[src/hw/rtl/adv_rtt_pkg.sv]
package adv_rtt_pkg;

    localparam int ID_BYTES_DEF = 6;
    localparam int ID_BYTES_MAX = 8;

    localparam int IDENT_W = 48;
    localparam int THRESH_W = 16;
    localparam int CFG_IDX_W = 2;

    localparam logic [CFG_IDX_W-1:0] CFG_OWN_IDENTIFIER = 2'd0;
    localparam logic [CFG_IDX_W-1:0] CFG_IDENTIFIER_READY = 2'd1;
    localparam logic [CFG_IDX_W-1:0] CFG_TEMP_THRESHOLD = 2'd2;

    localparam logic [7:0] AD_TYPE_MANUF = 8'hFF;
    localparam logic signed [THRESH_W-1:0] THRESH_RESET = 16'sd250;

    localparam logic [1:0] PH_LEN = 2'd0;
    localparam logic [1:0] PH_TYPE = 2'd1;
    localparam logic [1:0] PH_BODY = 2'd2;

    localparam logic [3:0] PIDX_MAX = 4'd15;

    typedef struct packed {
        logic [7:0] data_byte;
        logic       last_in_report;
    } item_t;

    typedef struct packed {
        logic                       valve_level;
        logic                       updated;
        logic signed [THRESH_W-1:0] temperature;
    } result_t;

endpackage

[src/hw/rtl/adv_record_temp_threshold_top.sv]
// Channel   Direction  Handshake                  Payload
// item      in         item_valid / item_stall    item_t   (data_byte, last_in_report)
// result    out        result_valid / result_stall result_t (valve_level, updated, temperature)
// config    in         cfg_write                  cfg_index, cfg_data
//
// One request per cycle unless stalled; a result appears the cycle after its request is taken.
// The parser state is updated and the result register loaded in the same cycle.
// item_stall follows result_stall while a result is held in the output register.
// Reset: parser expects a length byte, level low, threshold 250, identifier not ready.
module adv_record_temp_threshold_top
    import adv_rtt_pkg::*;
#(
    parameter int ID_BYTES = ID_BYTES_DEF
)
(
    input  logic                 clk,
    input  logic                 rst_n,
    input  logic                 item_valid,
    output logic                 item_stall,
    input  item_t                item,
    output logic                 result_valid,
    input  logic                 result_stall,
    output result_t              result,
    input  logic                 cfg_write,
    input  logic [CFG_IDX_W-1:0] cfg_index,
    input  logic [IDENT_W-1:0]   cfg_data
);

    localparam logic [7:0] MIN_LEN = 8'(ID_BYTES + 3);
    localparam logic [3:0] IDX_LO = 4'(ID_BYTES);
    localparam logic [3:0] IDX_HI = 4'(ID_BYTES + 1);

    logic [IDENT_W-1:0]         ident_reg;
    logic                       ready_reg;
    logic signed [THRESH_W-1:0] thresh_reg;

    logic [1:0]                 phase_reg, phase_next;
    logic [7:0]                 left_reg, left_next;
    logic [3:0]                 pidx_reg, pidx_next;
    logic                       cand_reg, cand_next;
    logic                       match_reg, match_next;
    logic [7:0]                 tlow_reg, tlow_next;
    logic signed [THRESH_W-1:0] temp_reg, temp_next;
    logic                       level_reg, level_next;
    logic                       upd;

    logic                       result_valid_reg;
    result_t                    result_reg;

    logic                       accept;
    logic [8*ID_BYTES_MAX-1:0]  ident_ext;
    logic [7:0]                 id_byte;
    logic [7:0]                 left_dec;
    logic signed [THRESH_W-1:0] temp_cand;

    assign item_stall = result_valid_reg && result_stall;
    assign accept = item_valid && !item_stall;
    assign result_valid = result_valid_reg;
    assign result = result_reg;

    assign ident_ext = {{(8*ID_BYTES_MAX-IDENT_W){1'b0}}, ident_reg};
    assign id_byte = ident_ext[pidx_reg[2:0]*8 +: 8];
    assign left_dec = left_reg - 8'd1;
    assign temp_cand = {item.data_byte, tlow_reg};

    always_comb
    begin
        phase_next = phase_reg;
        left_next = left_reg;
        pidx_next = pidx_reg;
        cand_next = cand_reg;
        match_next = match_reg;
        tlow_next = tlow_reg;
        temp_next = temp_reg;
        level_next = level_reg;
        upd = 1'b0;
        unique case (phase_reg)
            PH_TYPE:
            begin
                cand_next = (item.data_byte == AD_TYPE_MANUF) && (left_reg >= MIN_LEN);
                match_next = 1'b1;
                pidx_next = '0;
                left_next = left_dec;
                phase_next = (left_dec == 8'd0) ? PH_LEN : PH_BODY;
            end
            PH_BODY:
            begin
                if (cand_reg)
                begin
                    if (pidx_reg < IDX_LO)
                    begin
                        if (item.data_byte != id_byte)
                        begin
                            match_next = 1'b0;
                        end
                    end
                    else if (pidx_reg == IDX_LO)
                    begin
                        tlow_next = item.data_byte;
                    end
                    else if (pidx_reg == IDX_HI)
                    begin
                        if (match_reg && ready_reg)
                        begin
                            temp_next = temp_cand;
                            level_next = (temp_cand >= thresh_reg);
                            upd = 1'b1;
                        end
                    end
                    if (pidx_reg < PIDX_MAX)
                    begin
                        pidx_next = pidx_reg + 4'd1;
                    end
                end
                left_next = left_dec;
                if (left_dec == 8'd0)
                begin
                    phase_next = PH_LEN;
                end
            end
            default:
            begin
                if (item.data_byte != 8'd0)
                begin
                    left_next = item.data_byte;
                    phase_next = PH_TYPE;
                end
                else
                begin
                    phase_next = PH_LEN;
                end
            end
        endcase
        if (item.last_in_report)
        begin
            phase_next = PH_LEN;
            left_next = '0;
            cand_next = 1'b0;
            match_next = 1'b0;
            pidx_next = '0;
        end
    end

    always_ff @(posedge clk or negedge rst_n)
    begin
        if (!rst_n)
        begin
            ident_reg <= '0;
            ready_reg <= 1'b0;
            thresh_reg <= THRESH_RESET;
        end
        else if (cfg_write)
        begin
            unique case (cfg_index)
                CFG_OWN_IDENTIFIER:   ident_reg <= cfg_data;
                CFG_IDENTIFIER_READY: ready_reg <= cfg_data[0];
                CFG_TEMP_THRESHOLD:   thresh_reg <= cfg_data[THRESH_W-1:0];
                default:              ;
            endcase
        end
    end

    always_ff @(posedge clk or negedge rst_n)
    begin
        if (!rst_n)
        begin
            phase_reg <= PH_LEN;
            left_reg <= '0;
            pidx_reg <= '0;
            cand_reg <= 1'b0;
            match_reg <= 1'b0;
            tlow_reg <= '0;
            temp_reg <= '0;
            level_reg <= 1'b0;
        end
        else if (accept)
        begin
            phase_reg <= phase_next;
            left_reg <= left_next;
            pidx_reg <= pidx_next;
            cand_reg <= cand_next;
            match_reg <= match_next;
            tlow_reg <= tlow_next;
            temp_reg <= temp_next;
            level_reg <= level_next;
        end
    end

    always_ff @(posedge clk or negedge rst_n)
    begin
        if (!rst_n)
        begin
            result_valid_reg <= 1'b0;
        end
        else if (accept)
        begin
            result_valid_reg <= 1'b1;
        end
        else if (!result_stall)
        begin
            result_valid_reg <= 1'b0;
        end
    end

    always_ff @(posedge clk)
    begin
        if (accept)
        begin
            result_reg.valve_level <= level_next;
            result_reg.updated <= upd;
            result_reg.temperature <= temp_next;
        end
    end

`ifndef SYNTH
    // level rewritten from the temperature of the same request
    a_upd_level: assert property (@(posedge clk) disable iff (!rst_n)
        result_valid && result.updated
        |-> result.valve_level == (result.temperature >= thresh_reg))
        else $error("updated result level disagrees with threshold");

    // end of report returns the parser to a length byte
    a_last_resets: assert property (@(posedge clk) disable iff (!rst_n)
        accept && item.last_in_report |=> phase_reg == PH_LEN && left_reg == 8'd0)
        else $error("parser not reset after last byte of report");

    // body phase always has bytes left
    a_body_left: assert property (@(posedge clk) disable iff (!rst_n)
        phase_reg == PH_BODY |-> left_reg != 8'd0)
        else $error("body phase with no bytes left");

    // input only held off by a waiting result
    a_stall_src: assert property (@(posedge clk) disable iff (!rst_n)
        item_stall |-> result_valid_reg)
        else $error("input stalled without a pending result");
`endif

endmodule
[config.mk]
export PLATFORM = sky130hd
export DESIGN_NAME = adv_record_temp_threshold_top
export DESIGN_NICKNAME = d
export VERILOG_FILES = /design/src/hw/rtl/adv_rtt_pkg.sv /design/src/hw/rtl/adv_record_temp_threshold_top.sv
export SDC_FILE = /design/constraint.sdc
export NUM_CORES = 1
export LEC_CHECK = 0
export BUFFER_PORTS_ARGS = -buffer_cell sky130_fd_sc_hd__buf_4
export CORE_MARGIN = 1
export CORE_UTILIZATION = 45
export CTS_BUF_LIST = sky130_fd_sc_hd__clkbuf_8 sky130_fd_sc_hd__clkbuf_16
export DETAILED_ROUTE_END_ITERATION = 10
export PLACE_DENSITY_LB_ADDON = 0.08
export SLEW_MARGIN = 25
export SYNTH_ARGS = -nofsm -noshare
export SYNTH_HDL_FRONTEND = slang
export SYNTH_SLANG_ARGS = --single-unit
[constraint.sdc]
create_clock -name clk -period 2.4 [get_ports clk]
set_input_delay 0.24 -clock clk [delete_from_list [all_inputs] [get_ports clk]]
set_output_delay 0.24 -clock clk [all_outputs]
set_load 0.005 [all_outputs]
==> impl_results.md, run 1 <==
- Synthesized Nets: approximately 650
- Syn avg cell area: roughly 11 µm²
- Period utilization: 96.5%
- Post-CTS setup repair buffer count: 0
- Die height: 121 µm
- Initial antenna violation count: 0
- Critical Path AT: ~2500 ps
- M2 GR Usage: 36.5%
- Crit path launch type: flip-flop
- Buffers on Ports: 83
- Worst slack at placement: around 60 ps
- Synth warn: 0
- Number of fillers in the final layout: between 1000 and 1500
- Synth top area cells: dfrtp_1 39%, mux2_2 15%, edfxtp_1 8.4%, nand2_1 4.7%, ha_1 4.5%
- Post-route setup slack: 83.0 ps
- CP required: ~2600 ps
- Synth top area share: 39.4%
- Min Hold Slack: a little over 40 ps
- First-pass GRT wire length: 23900 µm
- Yosys reg bits: 125
- Die area: 14700 µm²
- Pre-Repair DR Iteration Count: 6
- Post-synth EDFFs: 18
- CTS Buf Count: 17
- Status: finished clean
- Hold Fails Final Rpt: 0
- Hold WC Path Type: in2reg
- Leak: 3.62 nW
- CTS tree: yes
- Slew Limit Fails: 0
- Post-synth top cells: 101 x dfrtp_1, 88 x mux2_2, 80 x nand2_1
- Layout cells sized above 1: 36.1%
- Total negative slack: 0 ps
- Endpoint class of the critical path: flip-flop
- Pwr dens: 809 nW/µm²
- Num rows: 43
- DRC Markers: 0
- Max FFs per register: 48
- Most Crowded Layer GR: met2
- Top-count cell post-synth: dfrtp_1
- Setup CP Type: reg2reg
- Post-detailed-route wirelength per cell: 17.5 µm
- Starting Density: 46.2%
- Tmin final: 2320 ps
- Synth Instances: 566
- Seq/Total Area, Yosys: 50.3%
- Vias in the first global route: around 4500
- Antenna Cells: 0
- Nets@finish: 748
- Synth area leader: dfrtp_1
- Yosys cell types: between 50 and 60
- Max IR drop VDD: 0.509 mV
- Worst slew margin: 58.2%
- Top FF cell, synth: dfrtp_1
- Max-cap violations: 0
- Worst-margin pin slew: about 630 ps
- DRT iter0 DRCs: 202
- Maximum fanout along the worst path: 2
- Die Width: 121 µm
- Post-Syn Area: 6420 µm²
- Met3 Use GR: 5.50%
- Area Growth Syn to Fin: 24.0%
- Multi-input gate area: 2970 µm²
- CORE AREA: ~14000 µm²
- I/O pin cnt: 84
- Worst-path clk slew: roughly 50 ps
- Clock Latency Late Sink: ~420 ps
- H-tree levels: 4
- DP HPWL: 10500 µm
- Number of routed nets with antenna violations: 0
- Total number of vias: 4609
- WL final: 15000 µm
- Largest net degree at the start of global routing: slightly below 50
- F_max: 432 MHz
- GR Overflow Total: 0
- Total track usage: 21.9%
- Async S/R FF share, synth: 85.6%
- Met1 usage: 27.4%
- GP Congestion: about 0.8
- Sink Count: 125
- Final setup viols: 0
- FF+latch area: 3230 µm²
- RSZ-0062 raised after global routing: no
- Clock Path Buffers: 2
- Vias per inst: 5.40
- Fin Clk Skew: 7.71 ps
- Clock root buffer master: clkbuf_16
[per-stage QoR]
step / std cells / util, % / cell area (µm²) / total power, mW
after floorplan: 566 / - / 6420 / 3.53
after global placement: 821 / 53.1 / 7370 / 3.97
after detailed placement: 821 / 53.1 / 7370 / 4.00
after CTS: 854 / 57.3 / 7950 / 6.50
after global routing: 854 / 57.3 / 7960 / 6.78
final: 854 / 57.3 / 7960 / 6.44
[cell families after synthesis]
group,Yosys count,share of synthesized area [%]
simple gates,161,12.7
flops,125,50.3
mux,117,20.5
compound gates,72,7.10
buf+inv,60,3.84
fa+ha+maj,23,4.48
xor+xnor,8,1.09
[what timing repair did]
item | 4_1_cts | 5_1_grt
hold buffers | 1 | 0
hold endpoints to repair | 33 | 0
setup endpoints to repair | 0 | 2
gates resized for setup | 0 | 2
[layout by cell type, fill, tap and decap left out, types with 4 or more instances in the layout]
cell type  instances
xnor2_1            7
mux2_2            88
dfrtp_1          101
and3_1             4
nor2_1            16
a21oi_1           23
nand2b_1           7
nor3_1             6
ha_1              23
or4_1              4
clkinv_2           4
clkbuf_16         17
o21ai_0           17
buf_12             4
nand4_1            7
nor3b_1            7
nor4_1             4
inv_1             33
a21o_1             4
or3_1              4
buf_4            103
dfstp_2            6
nand2_1           80
edfxtp_1          18
mux2i_1           26
[worst max-delay path: stages, from the launching register on]
cell and delay (ps):
dfstp_2 530, inv_1 50, ha_1 290, nand2_1 60
or4_1 570, o2111ai_2 230, mux2i_1 260, a21oi_1 90
[final cells by class]
class / instances / share of cell area, %
sequential: 125 / 40.5
tap: 180 / 2.83
clock inverter: 12 / 1.34
multi-input combinational: 381 / 37.3
timing repair buffer: 108 / 10.8
clock buffer: 20 / 5.86
inverter: 28 / 1.32
[per-layer routing]
layer / wire length [µm] / share of wire [%]
met2: 7450 / 50
met5: 0 / 0
met3: 646 / 4.3
met1: 6600 / 44
met4: 287 / 1.9
[final timing paths]
path,start,end,slack (ps),depth (start not counted)
max in group asynchronous,rst_n,ident_reg[17],1340,3
min in group asynchronous,rst_n,thresh_reg[9],320,2
worst min-delay path,item_valid,result_valid,40,2
worst max-delay path,thresh_reg[7],result[17],80,7
worst min register to register,temp_reg[10],temp_reg[10],470,2
worst max register to register,thresh_reg[7],result[17],80,7
[power by group]
group / total, mW / internal [mW] / switching, mW
combinational: 1.30 / 0.659 / 0.638
sequential: 2.67 / 2.46 / 0.206
clock: 2.48 / 1.58 / 0.896
(Power assumes the default switching activity.)
==> run 2, diff against run 1 <==
- ABC_CLOCK_PERIOD_IN_PS: unset -> 2400
- CTS_BUF_LIST: sky130_fd_sc_hd__clkbuf_8 sky130_fd_sc_hd__clkbuf_16 -> unset
- SLEW_MARGIN: 25 -> 10
==> impl_results.md, run 2 (synthesis gave the netlist of run 1 again) <==
- Largest net degree at the start of global routing: 49 (unchanged)
- Total negative slack: 0 ps (unchanged)
- Worst-margin pin slew: 634 ps (was 627 ps)
- Post-detailed-route wirelength per cell: 17.6 µm (was 17.5 µm)
- DRC Markers: 0 (unchanged)
- Vias in the first global route: 4529 (was 4533)
- RSZ-0062 raised after global routing: no (unchanged)
- Slew Limit Fails: 0 (unchanged)
- Total track usage: 21.9% (unchanged)
- Status: finished clean (unchanged)
- Leak: 3.60 nW (was 3.62 nW)
- Starting Density: 46.2% (unchanged)
- Number of fillers in the final layout: 1225 (unchanged)
- Endpoint class of the critical path: flip-flop (unchanged)
- Total number of vias: 4592 (was 4609)
- Clock share of power: 38.6% (was 38.4%)
- Power Total: 6.46 mW (was 6.44 mW)
- Clock Latency Late Sink: 420 ps (about the same)
- Clock root buffer master: clkbuf_16 (unchanged)
- CTS Buf Count: 17 (unchanged)
- Buffers on Ports: 83 (unchanged)
- Sequential fraction of design power: 41.3% (was 41.4%)
- CP required: 2570 ps (about the same)
- CTS tree: yes (unchanged)
- Number of routed nets with antenna violations: 0 (unchanged)
- Clock Path Buffers: 2 (unchanged)
- Fin Clk Skew: 5.47 ps (was 7.71 ps)
- Multi-input gate area: 2970 µm² (unchanged)
- Period utilization: 96.5% (about the same)
- Vias per inst: 5.38 (was 5.40)
- Pre-Repair DR Iteration Count: 4 (was 6)
- R2R depth: 7 (unchanged)
- Antenna Cells: 0 (unchanged)
- Worst slew margin: 57.7% (was 58.2%)
- DRT iter0 DRCs: 207 (was 202)
- Sw Share: 26.9% (was 27.0%)
- WL final: 15000 µm (about the same)
- I/O pin cnt: 84 (unchanged)
- Critical Path AT: 2480 ps (about the same)
- DP HPWL: 10500 µm (unchanged)
- Setup CP Type: reg2reg (unchanged)
- Power share of the combinational group: 20.1% (was 20.2%)
- Hold WC Path Type: in2reg (unchanged)
- Post-CTS setup repair buffer count: 0 (unchanged)
- Pwr dens: 812 nW/µm² (was 809 nW/µm²)
- Worst-path clk slew: 50 ps (about the same)
- Nets@finish: 748 (unchanged)
- Switching power: 1.74 mW (about the same)
- Maximum fanout along the worst path: 2 (unchanged)
- Num rows: 43 (unchanged)
- CORE AREA: 13900 µm² (unchanged)
- FF+latch area: 3230 µm² (unchanged)
- Area Growth Syn to Fin: 24.0% (unchanged)
- Sink Count: 125 (unchanged)
- Die area: 14700 µm² (unchanged)
- Max-cap violations: 0 (unchanged)
- Cell Chain, Critical Path: inv_1, ha_1, nand2_1, or4_1, o2111ai_2, mux2i_1, a21oi_1 (unchanged)
- GR Overflow Total: 0 (unchanged)
- Layout cells sized above 1: 36.1% (unchanged)
- Tmin final: 2320 ps (about the same)
- F_max: 432 MHz (about the same)
- Max IR drop VDD: 0.509 mV (about the same)
- P_int: 4.72 mW (was 4.70 mW)
- Initial antenna violation count: 0 (unchanged)
- Worst path max stage delay: 570 ps (about the same)
- CP max stage cell: or4_1 (unchanged)
- Die Width: 121 µm (unchanged)
- Commonest cells after routing, fill and taps aside: 103 x buf_4, 101 x dfrtp_1, 88 x mux2_2 (unchanged)
- GP Congestion: 0.821 (unchanged)
- H-tree levels: 4 (unchanged)
- Crit path launch type: flip-flop (unchanged)
- First-pass GRT wire length: 23900 µm (unchanged)
- Final setup viols: 0 (unchanged)
- Hold Fails Final Rpt: 0 (unchanged)
- Die height: 121 µm (unchanged)
- Max FFs per register: 48 (unchanged)
- Most common cell after layout, fill and taps aside: buf_4 (unchanged)
- Hold Path Depth: 2 (unchanged)
-- run 2: cell count changes in the layout (fill, tap and decap cells not counted), sizes merged --
cell / previous run / this run
clkbuf: 20 / 25
inv: 33 / 28
-- run 2: power by group through the flow --
| stage | combinational, mW | sequential, mW | clock [mW] |
|---|---|---|---|
| 6_report | 1.30 | 2.67 | 2.50 |
| 2_1_floorplan | 0.889 | 2.64 | 0 |
| 3_3_place_gp | 1.28 | 2.70 | 0 |
| 5_1_grt | 1.45 | 2.72 | 2.63 |
| 4_1_cts | 1.31 | 2.67 | 2.55 |
| 3_5_place_dp | 1.30 | 2.70 | 0 |
-- run 2: final timing paths --
check / startpoint / endpoint / slack, ps
max: thresh_reg[7] / result[17] / 80
min: item_valid / result_valid / 40
max reg2reg: thresh_reg[7] / result[17] / 80
min reg2reg: temp_reg[10] / temp_reg[10] / 470
max in group asynchronous: rst_n / ident_reg[17] / 1330
min in group asynchronous: rst_n / thresh_reg[9] / 320
-- run 2: worst max-delay path: cells and delay by family, from the launching register on --
family / cells / cell delay, ps
buffers and inverters: 1 / 50
AND/OR/NAND/NOR: 2 / 630
multiplexers: 1 / 260
flip-flops: 1 / 530
AO/OA/AOI/OAI: 2 / 320
adder cells (fa/ha/maj): 1 / 290
-- run 2: final cells by class --
| type | instances | area share (%) |
|---|---|---|
| Inverter | 28 | 1.32 |
| Timing Repair Buffer | 108 | 10.8 |
| Clock buffer | 25 | 6.10 |
| Tap cell | 180 | 2.83 |
| Sequential cell | 125 | 40.5 |
| Multi-Input combinational cell | 381 | 37.3 |
| Clock inverter | 7 | 1.10 |
-- run 2: per-stage QoR --
stage	hold slack (ps)	util (%)	std cells	area, µm²	setup slack, ps
2_1_floorplan	-55.6	-	566	6420	208
3_5_place_dp	230	53.1	821	7370	60.1
3_3_place_gp	224	53.1	821	7370	136
6_report	39.1	57.3	854	7960	84.6
5_1_grt	31.3	57.3	854	7960	8.53
4_1_cts	28.4	57.3	854	7950	55.0
-- run 2: timing repair --
action                     CTS  global route
hold endpoints to repair    33             0
gates resized for setup      0             2
setup endpoints to repair    0             2
hold buffers                 1             0
-- run 2: per-layer routing --
| metal | wire, µm | share of wire, % | GRT usage, % |
|---|---|---|---|
| met5 | 0 | 0 | 0 |
| met4 | 285 | 1.9 | 7.87 |
| met3 | 582 | 3.9 | 5.50 |
| met2 | 7470 | 50 | 36.4 |
| met1 | 6660 | 44 | 27.5 |
